**src/hw/rtl/crtd_pkg.sv**
```systemverilog
package crtd_pkg;

  localparam int CODE_W = 8;
  localparam int COL_W  = 10;
  localparam int OUT_ROW_W = 6;
  localparam int TILE_W = 8;
  localparam int CFG_W  = 11;
  localparam int CNT_W  = 7;

  // column count limit of the map
  localparam logic [CFG_W-1:0] MAX_COLUMNS = 11'd1024;

  typedef logic [1:0] mode_t;

  localparam mode_t MODE_LITERAL = 2'd0;
  localparam mode_t MODE_SHORT   = 2'd1;
  localparam mode_t MODE_ZEROS   = 2'd2;
  localparam mode_t MODE_SINGLE  = 2'd3;

endpackage

```
**src/hw/rtl/column_rle_tile_decoder.sv**
```systemverilog
// Column run-length tile decoder.
// Input stream (s_*): one code byte per item in s_tdata, new_map in s_tuser.
// A code byte expands into 0 to 64 tile writes, filling columns of
// COLUMN_HEIGHT cells top to bottom, column by column.
// Output stream (m_*): one tile write per item; m_tlast marks the last write
// caused by a byte, m_tuser marks the write of the last cell of the map.
// Config channel (cfg_*): sets map_columns; write it only while the block is idle.
// Timing: a byte is taken when s_tready is high. A byte with writes then
// holds s_tready low while the writes leave at one per cycle as long as
// m_tready is high; a mode 0 header, an empty run or an ignored byte leaves
// s_tready high. The row and column stepper handles one write per cycle
// while m_tready is high. The first write is visible the cycle after the
// byte is accepted.
// A stalled m_tready freezes the write in place; nothing is lost or repeated.
// Reset clears position, pending literal and done state and sets
// map_columns to 1. After the last column, bytes are taken and dropped
// until a byte arrives with new_map set.
module column_rle_tile_decoder
  import crtd_pkg::*;
#(
  parameter int COLUMN_HEIGHT = 64
) (
  input  logic        clk,
  input  logic        rst,
  input  logic        s_tvalid,
  output logic        s_tready,
  input  logic [7:0]  s_tdata,    // [7:0] code_byte
  input  logic        s_tuser,    // [0] new_map
  output logic        m_tvalid,
  input  logic        m_tready,
  output logic [23:0] m_tdata,    // [9:0] column, [15:10] row, [23:16] tile
  output logic        m_tlast,    // last_of_run
  output logic        m_tuser,    // [0] map_complete
  input  logic        cfg_valid,
  output logic        cfg_ready,
  input  logic [10:0] cfg_data    // map_columns
);

  localparam int ROW_W = (COLUMN_HEIGHT > 2) ? $clog2(COLUMN_HEIGHT) : 1;
  localparam logic [ROW_W-1:0] LAST_ROW = ROW_W'(COLUMN_HEIGHT - 1);

  localparam logic ST_IDLE = 1'b0;
  localparam logic ST_RUN  = 1'b1;

  logic                 state;
  logic [CFG_W-1:0]     map_columns;
  logic                 awaiting_literal;
  logic [CNT_W-1:0]     pending_count;
  logic [COL_W-1:0]     current_column;
  logic [ROW_W-1:0]     current_row;
  logic                 map_done;
  logic [CNT_W-1:0]     remaining;
  logic [TILE_W-1:0]    tile;

  logic [CFG_W-1:0]     eff_cols;
  logic                 s_acc;
  logic                 m_acc;
  logic [CODE_W-1:0]    code;
  mode_t                mode;

  logic [COL_W-1:0]     start_col;
  logic [ROW_W-1:0]     start_row;
  logic                 done_in;
  logic                 await_in;
  logic [CNT_W-1:0]     pend_in;
  logic                 blocked;
  logic [CNT_W-1:0]     run_len;
  logic [TILE_W-1:0]    run_tile;
  logic                 is_header;

  logic                 col_end;
  logic [COL_W-1:0]     col_inc;
  logic                 complete;
  logic                 last_write;
  logic [ROW_W+OUT_ROW_W-1:0] row_ext;

  assign cfg_ready = 1'b1;
  assign s_tready  = (state == ST_IDLE);
  assign m_tvalid  = (state == ST_RUN);
  assign s_acc     = s_tvalid && s_tready;
  assign m_acc     = m_tvalid && m_tready;
  assign code      = s_tdata;
  assign mode      = code[7:6];

  always_comb begin
    eff_cols = map_columns;
    if (eff_cols == '0) eff_cols = CFG_W'(1);
    if (eff_cols > MAX_COLUMNS) eff_cols = MAX_COLUMNS;
  end

  // position and pending state as seen by this byte
  always_comb begin
    start_col = s_tuser ? '0 : current_column;
    start_row = s_tuser ? '0 : current_row;
    done_in   = s_tuser ? 1'b0 : map_done;
    await_in  = s_tuser ? 1'b0 : awaiting_literal;
    pend_in   = s_tuser ? '0 : pending_count;
    blocked   = ({1'b0, start_col} >= eff_cols);
  end

  always_comb begin
    run_len   = '0;
    run_tile  = '0;
    is_header = 1'b0;
    if (await_in) begin
      run_len  = pend_in;
      run_tile = code;
    end else begin
      unique case (mode)
        MODE_LITERAL: is_header = 1'b1;
        MODE_SHORT: begin
          run_len  = CNT_W'(code[5:4]) + CNT_W'(2);
          run_tile = TILE_W'(code[3:0]) + TILE_W'(1);
        end
        MODE_ZEROS: begin
          run_len  = CNT_W'(code[5:0]);
          run_tile = '0;
        end
        MODE_SINGLE: begin
          run_len  = CNT_W'(1);
          run_tile = TILE_W'(code[5:0]);
        end
        default: is_header = 1'b0;
      endcase
    end
  end

  // row and column stepper, one write per cycle while m_tready is high
  always_comb begin
    col_end    = (current_row == LAST_ROW);
    col_inc    = current_column + COL_W'(1);
    complete   = col_end && (({1'b0, col_inc} >= eff_cols) || (col_inc == '0));
    last_write = col_end || (remaining == CNT_W'(1));
    row_ext    = {{OUT_ROW_W{1'b0}}, current_row};
  end

  assign m_tdata = {tile, row_ext[OUT_ROW_W-1:0], current_column};
  assign m_tlast = last_write;
  assign m_tuser = complete;

  always_ff @(posedge clk) begin
    if (rst) begin
      map_columns <= CFG_W'(1);
    end else if (cfg_valid && cfg_ready) begin
      map_columns <= cfg_data;
    end
  end

  always_ff @(posedge clk) begin
    if (rst) begin
      state            <= ST_IDLE;
      awaiting_literal <= 1'b0;
      pending_count    <= '0;
      current_column   <= '0;
      current_row      <= '0;
      map_done         <= 1'b0;
      remaining        <= '0;
    end else begin
      unique case (state)
        ST_IDLE: begin
          if (s_acc) begin
            current_column   <= start_col;
            current_row      <= start_row;
            map_done         <= done_in;
            awaiting_literal <= await_in;
            pending_count    <= pend_in;
            if (!done_in) begin
              if (blocked) begin
                map_done         <= 1'b1;
                awaiting_literal <= 1'b0;
                pending_count    <= '0;
              end else if (is_header) begin
                awaiting_literal <= 1'b1;
                pending_count    <= CNT_W'(code[5:0]) + CNT_W'(1);
              end else begin
                awaiting_literal <= 1'b0;
                pending_count    <= '0;
                remaining        <= run_len;
                if (run_len != '0) state <= ST_RUN;
              end
            end
          end
        end
        ST_RUN: begin
          if (m_acc) begin
            remaining <= remaining - CNT_W'(1);
            if (col_end) begin
              current_row    <= '0;
              current_column <= col_inc;
            end else begin
              current_row <= current_row + ROW_W'(1);
            end
            if (complete) map_done <= 1'b1;
            if (last_write) state <= ST_IDLE;
          end
        end
        default: state <= ST_IDLE;
      endcase
    end
  end

  always_ff @(posedge clk) begin
    if (s_acc) tile <= run_tile;
  end

`ifndef SYNTHESIS
  a_one_at_a_time: assert property (@(posedge clk) disable iff (rst)
    m_tvalid |-> !s_tready)
    else $error("input taken while writes are pending");

  a_run_nonempty: assert property (@(posedge clk) disable iff (rst)
    state == ST_RUN |-> remaining != '0)
    else $error("run active with no writes left");

  a_last_frees_input: assert property (@(posedge clk) disable iff (rst)
    m_tvalid && m_tready && m_tlast |=> s_tready)
    else $error("input not freed after last write");

  a_done_idle: assert property (@(posedge clk) disable iff (rst)
    map_done |-> state == ST_IDLE)
    else $error("writes after map completion");

  a_complete_is_last: assert property (@(posedge clk) disable iff (rst)
    m_tvalid && m_tuser |-> m_tlast)
    else $error("map complete on a write that is not last");
`endif

endmodule
```
**config.mk**
```make
export PLATFORM = sky130hd
export DESIGN_NAME = column_rle_tile_decoder
export DESIGN_NICKNAME = d
export VERILOG_FILES = /design/src/hw/rtl/crtd_pkg.sv /design/src/hw/rtl/column_rle_tile_decoder.sv
export SDC_FILE = /design/constraint.sdc
export NUM_CORES = 1
export LEC_CHECK = 0
export ABC_AREA = 1
export ABC_CLOCK_PERIOD_IN_PS = 4700
export BUFFER_PORTS_ARGS = -buffer_cell sky130_fd_sc_hd__buf_2
export CORE_MARGIN = 3
export CORE_UTILIZATION = 42
export CTS_CLUSTER_SIZE = 30
export DETAILED_ROUTE_END_ITERATION = 8
export GPL_TIMING_DRIVEN = 0
export SLEW_MARGIN = 20
export SYNTH_ARGS = -nofsm -noshare
export SYNTH_HDL_FRONTEND = slang
export SYNTH_SLANG_ARGS = --single-unit
```
**constraint.sdc**
```tcl
create_clock -name clk -period 4.7 [get_ports clk]
set_clock_uncertainty 0.2 [all_clocks]
set_input_delay 0.235 -clock clk [delete_from_list [all_inputs] [get_ports clk]]
set_output_delay 0.235 -clock clk [all_outputs]
set_load 0.02 [all_outputs]
```
# [Word-level counts from Yosys, hierarchy flattened]
# Index checks and enable logic that the tools add are counted.
[op_classes] n_addsub=6 order_cmp=3 n_eq_ne=13 n_mux=47 bitwise=1 reduce_logical=14
[ops] op="7-bit two-way mux" count=10
[ops] op="10-bit two-way mux" count=4
[ops] op="6-bit two-way mux" count=4
[ops] op="6-bit one-hot mux with 2 select lines" count=2
[ops] op="10-bit by 11-bit greater-or-equal comparator with 1-bit output" count=2
[ops] op="11-bit two-way mux" count=2
[ops] op="10-bit one-hot mux with 2 select lines" count=1
[ops] op="1-bit two-way mux" count=19
[ops] op="6-bit one-hot mux with 3 select lines" count=1
[ops] op="7-bit one-hot mux with 2 select lines" count=1
[ops] op="11-bit > comparator (second input constant)" count=1
[ops] op="11-bit logical NOT" count=1
[ops] op="10-bit by 1-bit adder with 10-bit output (second input constant)" count=1
[ops] op="10-bit logical NOT" count=1
[ops] op="3-bit AND reduction" count=3
[ops] op="8-bit two-way mux" count=1
[ops] op="2-bit by 1-bit != test with 1-bit output (second input constant)" count=4
[ops] op="2-bit != test (second input constant)" count=4
[ops] op="6-bit by 1-bit adder with 7-bit output (second input constant)" count=1
[ops] op="7-bit by 1-bit equality test with 1-bit output (second input constant)" count=1
[ops] op="7-bit nonzero test" count=1
[ops] op="7-bit by 1-bit subtractor with 7-bit output (second input constant)" count=1
[ops] op="6-bit by 1-bit adder with 6-bit output (second input constant)" count=1
[ops] op="6-bit equality test (second input constant)" count=1
[ops] op="other kinds (11)" count=16
[totals] register_bits=52 in_bits=25 out_inout_bits=29 wordCells=93

# [Longest topological paths before layout]
# Gate-level depths: netlist of run 1.
[depth] depth_word=10 mapped_depth=20 depth_no_buf=20

# [Least setup slack after synthesis of run 1]
# Ideal clock, no wire load.
[synth_path] kind="register -> output" start="register current_column[0]" end="output port m_tuser" t_arrival_ns=2.484 t_required_ns=4.265 slack_ns=1.781 stages_incl_launch_ff=16 n_path_buf=0 path_cell_list="dfxtp_1 ha_1 nand2_2 nor2_4 nand2_1 nand2_1 inv_1 ha_1 nand2_1 inv_1 nand3_1 nor2_1 nand2_1 nand3_1 nor2_1 a21boi_0"
[synth_via] elab_chain_len=4 elab_cells_between_ends=5
[synth_lines] element="start: declaration" line_no="column_rle_tile_decoder.sv:49" text="logic [COL_W-1:0] current_column;"
[synth_lines] element="start signal: assignment" line_no="column_rle_tile_decoder.sv:162" text="current_column <= start_col;"
[synth_lines] element="start signal: assignment" line_no="column_rle_tile_decoder.sv:189" text="current_column <= col_inc;"
[synth_lines] element="10-bit by 1-bit adder with 10-bit output (*)" line_no="column_rle_tile_decoder.sv:131" text="col_inc = current_column + COL_W'(1);"
[synth_lines] element="10-bit by 11-bit greater-or-equal comparator with 1-bit output or 10-bit logical NOT (tied branches)" line_no="column_rle_tile_decoder.sv:132" text="complete = col_end && (({1'b0, col_inc} >= eff_cols) || (col_inc == '0));"
[synth_lines] element="1-bit logical OR (*)" line_no="column_rle_tile_decoder.sv:132"
[synth_lines] element="1-bit logical AND (*)" line_no="column_rle_tile_decoder.sv:132"
[synth_lines] element="end: declaration" line_no="column_rle_tile_decoder.sv:33" text="output logic m_tuser,"
# Mark *: on every way between the ends. The rest lies on a longest branch, timed or not.

# [Final worst setup path of run 1]
# Same ends and word-level chain as after synthesis.

==> results of run 1 <==
[where the power goes]
part           internal, mW  switching [mW]  total (mW)
sequential            0.506          0.0485       0.555
combinational         0.190           0.353       0.543
clock                 0.161           0.161       0.322
total                 0.858           0.562        1.42
[sequential cells by signal, indices dropped and copies added, names as in the netlist]
signal / count
current_row: 6
pending_count: 7
map_done: 1
remaining: 7
tile: 8
current_column: 10
awaiting_literal: 1
m_tvalid: 1
map_columns: 11
[repair_timing]
item,CTS,global route
hold buffers,10,0
endpoints found under the hold margin,11,0
resized for setup,0,0
[worst max-delay path, cell delays in order, from the launching register on]
cell	delay, ns
dfxtp_1	0.61
ha_1	0.28
nand2_2	0.09
nor2_4	0.17
nand2_1	0.06
nand2_1	0.13
inv_1	0.07
ha_1	0.29
nand2_1	0.05
inv_1	0.08
nand3_1	0.07
nor2_1	0.15
nand2_1	0.07
nand3_1	0.08
nor2_1	0.06
a21boi_0	0.20
buf_2	0.20
[worst max-delay path by stage]
stage / from / end / slack, ns / cells past startpoint
CTS: map_columns[5] / m_tuser / 1.28 / 17
global placement: map_columns[5] / pending_count[3] / 1.50 / 16
detailed placement: map_columns[5] / pending_count[3] / 1.45 / 16
floorplan: current_column[0] / m_tuser / 1.78 / 15
global route: map_columns[5] / m_tuser / 0.91 / 17
finish: current_column[0] / m_tuser / 1.29 / 16
[kinds of logic after synthesis]
logic type	after synthesis	share of synthesized area, %
flip-flops	52	32.21
buffers and inverters	71	8.663
adder cells (fa/ha/maj)	25	8.986
other	1	0.1077
XOR/XNOR	2	0.5033
AND/OR/NAND/NOR	230	30.52
AO/OA/AOI/OAI	120	19.02
[layout make-up]
type / count / area, sq um / area share [%]
Inverter: 57 / 222.7 / 5.458
Clock inverter: 2 / 38.79 / 0.9506
Buffer: 14 / 78.83 / 1.932
Sequential cell: 52 / 1121 / 27.48
Timing Repair Buffer: 62 / 360.3 / 8.832
Clock buffer: 6 / 72.57 / 1.779
Multi-Input combinational cell: 378 / 2058 / 50.44
Tap cell: 102 / 127.6 / 3.128
[per-stage QoR]
stage          setup slack (ns)  util, %
6_report                  1.290    51.73
4_1_cts                   1.284    51.73
3_5_place_dp              1.450    49.05
2_1_floorplan             1.781        -
3_3_place_gp              1.504    49.05
5_1_grt                  0.9094    51.73
[cells in the final DEF, fill, tap and decap left out, types with 4 or more instances in the layout]
cell           netlist  layout
a31oi_1              6       6
nand3_2              4       4
nand2_2              7       7
buf_2                0      52
dfxtp_1             44      44
o22ai_1              6       6
nand3_1             26      26
nor2_2               4       4
nor2_1              66      66
a21oi_1             45      45
nand2_1             92      92
o21ai_1              6       6
inv_1               47      47
nor3_1               7       7
clkbuf_1             8       9
ha_1                25      25
nand4_1             10      10
dlygate4sd3_1        0      10
o21ai_0             45      45
edfxtp_1             8       8
clkbuf_8             0       5
inv_2                8       8
[per-layer routing]
layer	vias to the layer above	GRT usage, %	share of wire (%)
met5	-	0	0
li1	1825	-	-
met2	94	29.14	42
met3	7	3.605	5.9
met1	1594	29.80	52
met4	0	3.780	0.86
==> results_dict.tcl, run 1 <==
set metrics [dict create \
    status "completed" \
    period_needed_ns 3.410 \
    track_usage_pct 19.68 \
    required_ns 4.26 \
    fmax_mhz 293.2 \
    die_h_microns 97.04 \
    yosysSeqAreaShare_pct 32.21 \
    syn_nets 551 \
    regToRegEndpoint "pending_count[3]" \
    rsz0062_at_grt "no" \
    final_area_sq_mm 0.004080 \
    cts_root_buf "clkbuf_8" \
    synth_cell_types 42 \
    start_util_pct 44.13 \
    grt_overflow 0 \
    min_period_over_period_pct 72.56 \
    totalWireLength_microns 9179 \
    nNetsFinal 620 \
    fill_cells 801 \
    whs_ns 0.01393 \
    synth_edf_count 8 \
    place.gp.congestion 0.8578 \
    rows 32 \
    ys_warn_count 0 \
    cts_post_setup_buffers_inserted 0 \
    fin_tns_setup_ns 0 \
    ys_seq_elements 52 \
    drtAntennaViolNets 0 \
    grt_pass1_vias 3223 \
    clkTransAtPathRegs_ns 0.10 \
    worst_pin_slew_ns 0.5868 \
    dp_hpwl_microns 7099 \
    critical_path.max_fanout 9 \
    maxCapViolCount 0 \
    synth.avg_cell_area_sq_um 6.948 \
    worstPathArrival_ns 2.98 \
    finalPower_mw 1.420 \
    syn_area_sq_mm 0.003481 \
    min_to "map_columns[10]" \
    yosys.cell_count.top_type "nand2_1" \
    viasPerCell 5.230 \
    power_density_mw_per_mm2 348.1 \
    setup-violations-final 0 \
    h-tree-depth 2 \
    maxSlewViolCount 0 \
    worstSetupEndpointType "primary output" \
    dieArea_sq_mm 0.009416 \
    p_leak_nw 1.853 \
    cts.sinks 52 \
    hold_viol_final 0 \
    synth_top_cell_by_area "dfxtp_1" \
    slew_headroom_pct 60.88 \
    layout-drive-gt1-share_pct 17.69 \
    synth_top_area_share_pct 25.31 \
    cts_buffers 5 \
    place_area_sq_mm 0.003869 \
    ir_worst_vdd_mv 0.1427 \
    cts_tree "done" \
    min_path_cells 3 \
    core-area_sq_mm 0.007888 \
    r2r_cells 16 \
    grt_first_pass_wirelength_microns 15500 \
    first_iter_violations 225 \
    timing.rr.start "map_columns[5]" \
    clkLatencyLatePin_ns 0.31 \
    r2r_slack_ns 1.50 \
    syn_inst 501 \
    placed_cells 655 \
    port-buffer-count 52 \
    pin_count 54 \
    yosys_most_used_dff "dfxtp_1" \
    antenna_found_initial 0 \
    synth-async-reset-ratio_pct 0 \
    cp-start-kind "flop" \
    grt_max_degree 17 \
    hold_path_class "in2reg" \
    clockBufferDepth 2 \
    drt_pass1_iterations 5 \
    fp.dieW_microns 97.04 \
    crit_type "reg2out" \
    hp-start "cfg_data[10]" \
    drc 0 \
    synth_top_cells_by_count "nand2_1, nor2_1, inv_1" \
    post_drt_wl_per_cell_microns 13.64 \
    diodes 0 \
    ys_top_cells_by_area "dfxtp_1, nand2_1, ha_1" \
    areaGrowthSynthToFinish_pct 17.22 \
    routed-via-count 3520 \
    layoutNonFillerInstCount 673 \
]
Note: power is estimated with default switching activity, not from simulation.
==> inputs of run 2 (changes only) <==
--- a/config.mk
+++ b/config.mk
@@ -6,7 +6,7 @@
 export NUM_CORES = 1
 export LEC_CHECK = 0
 export ABC_AREA = 1
-export ABC_CLOCK_PERIOD_IN_PS = 4700
+export ABC_CLOCK_PERIOD_IN_PS = 2800
 export BUFFER_PORTS_ARGS = -buffer_cell sky130_fd_sc_hd__buf_2
 export CORE_MARGIN = 3
 export CORE_UTILIZATION = 42
==> constraint.sdc (replaced) <==
create_clock -name clk -period 2.8 [get_ports clk]
set_clock_uncertainty 0.2 [all_clocks]
set_input_delay 0.14 -clock clk [delete_from_list [all_inputs] [get_ports clk]]
set_output_delay 0.14 -clock clk [all_outputs]
set_load 0.02 [all_outputs]
==> run 2 against run 1 <==
The flow now finishes with violations (setup timing). Sequential cell count stayed put. Critical path depth fell by 3. Worst hold slack gained 0.0045 ns. Combinational power grew 110%. Design area up 12%. Die area stayed put. Clock-buffer cell count is the same. Register-to-register slack worse by 1.7 ns. Total power rose by 83%.
==> results_dict.tcl, run 2 (synthesis gave the netlist of run 1 again) <==
set metrics [dict create \
    dp_hpwl_microns 7265 \
    final_area_sq_mm 0.004558 \
    clkLatencyLatePin_ns 0.31 \
    core-area_sq_mm 0.007888 \
    grt_overflow 0 \
    maxSlewViolCount 0 \
    maxCapViolCount 0 \
    worst_pin_slew_ns 0.6376 \
    p_seq_share_pct 36.1 \
    violations "setup timing" \
    port-buffer-count 52 \
    power_frac_clock_pct 20.3 \
    status "finished with violations" \
    grt_max_degree 17 \
    place_area_sq_mm 0.003869 \
    pin_count 54 \
    areaGrowthSynthToFinish_pct 30.95 \
    p_sw_share_pct 39.88 \
    p_sw_mw 1.036 \
    min_period_over_period_pct 108.8 \
    p_int_mw 1.561 \
    finalPower_mw 2.597 \
    slew_headroom_pct 57.49 \
    diodes 0 \
    hold_path_class "in2reg" \
    grt_first_pass_wirelength_microns 16890 \
    routed-via-count 3686 \
    period_needed_ns 3.046 \
    nNetsFinal 639 \
    layout-drive-gt1-share_pct 27.46 \
    rsz0062_at_grt "yes" \
    critical_path.max_fanout 7 \
    h-tree-depth 2 \
    start_util_pct 44.13 \
    largest_reg_flops 11 \
    cts_buffers 5 \
    place.gp.congestion 0.9028 \
    post_drt_wl_per_cell_microns 14.48 \
    required_ns 2.46 \
    die_h_microns 97.04 \
    first_iter_violations 246 \
    crit_type "reg2out" \
    cts.sinks 52 \
    regMostFlops "map_columns" \
    viasPerCell 5.327 \
    drtAntennaViolNets 0 \
    dp_slack_ns -0.4698 \
    clkTransAtPathRegs_ns 0.10 \
    mostFrequentLayoutCells "nand2_1, nor2_1, buf_2, inv_1, o21ai_0" \
    drt_pass1_iterations 5 \
    final.setup.worst_slack_ns -0.2457 \
    track_usage_pct 21.44 \
    antenna_found_initial 0 \
    ir_worst_vdd_mv 0.2686 \
    cp-start-kind "flop" \
    fmax_mhz 328.3 \
    worstSetupEndpointType "primary output" \
    final_util_pct 57.79 \
    clockBufferDepth 2 \
    power_density_mw_per_mm2 569.8 \
    drc 0 \
    grt_pass1_vias 3572 \
    dieArea_sq_mm 0.009416 \
    whs_ns 0.01838 \
    totalWireLength_microns 10020 \
    fp.dieW_microns 97.04 \
    final_common_cell "nand2_1" \
    r2r_slack_ns -0.21 \
    top_regs "map_columns x11, current_column x10, tile x8" \
    cts_tree "done" \
    hold_viol_final 0 \
    combPwrFrac_pct 43.7 \
    rows 32 \
    cts_root_buf "clkbuf_8" \
    setup-violations-final 18 \
    worstPathArrival_ns 2.71 \
    p_leak_nw 1.996 \
]
[run 2: cell count changes in the layout (fill, tap and decap cells not counted), sizes merged]
| cell | change |
|---|---|
| buf | +12 |
| dlygate4sd3 | +7 |
| clkinv | +2 |
| inv | -2 |
[run 2: area by class of cell]
| type | instances | area [sq um] |
|---|---|---|
| Clock inverter | 2 | 35.03 |
| Tap cell | 102 | 127.6 |
| Fill cell | 773 | 3329 |
| Timing Repair Buffer | 81 | 550.5 |
| Sequential cell | 52 | 1131 |
| Buffer | 14 | 82.58 |
| Clock buffer | 6 | 72.57 |
| Multi-Input combinational cell | 378 | 2331 |
| Inverter | 57 | 227.7 |
[run 2: critical path, stage by stage (launching register included)]
cell and delay (ns):
dfxtp_4 0.36, nor4_4 0.25, nor3b_2 0.21, nand4_1 0.12
inv_2 0.10, nor2_4 0.05, clkinv_4 0.10, nand2_4 0.07
ha_4 0.26, nand4_1 0.16, a31oi_1 0.29, nor2_2 0.08
a21boi_2 0.19, buf_6 0.14
[run 2: final timing paths]
check                      to  cells after the start              from
max                   m_tuser                     13    map_columns[6]
min                   tile[7]                      3        s_tdata[7]
max reg2reg  pending_count[3]                     18    map_columns[6]
min reg2reg  pending_count[2]                      2  pending_count[2]
[run 2: stage by stage]
step                instances  setup TNS, ns
floorplan                 501              0
global placement          655         -4.440
CTS                       690         -1.646
global route              692         -7.053
finish                    692         -2.670
detailed placement        655         -5.821
[run 2: per-layer routing]
metal | part of all wire, % | track usage, % | vias up | routed length [microns]
met2 | 45 | 33.86 | 102 | 4493
li1 | - | - | 1868 | -
met4 | 1.3 | 4.968 | 0 | 134
met5 | 0 | 0 | - | 0
met3 | 4.9 | 3.533 | 12 | 492
met1 | 49 | 30.63 | 1704 | 4901
[run 2: repair_timing]
item,4_1_cts,5_1_grt
pin swaps,25,12
hold buffers,17,0
gates resized for setup,54,20
endpoints found under the setup margin,18,18
hold endpoints to repair,15,0
cloned,1,0
setup buffers,12,2
[run 2: power groups by stage]
stage	Clock, mW	Combinational [mW]	Sequential [mW]
global placement	0	0.885	0.946
finish	0.526	1.13	0.937
detailed placement	0	0.902	0.947
floorplan	0	0.615	0.984
CTS	0.540	1.07	0.932
global route	0.571	1.27	0.951
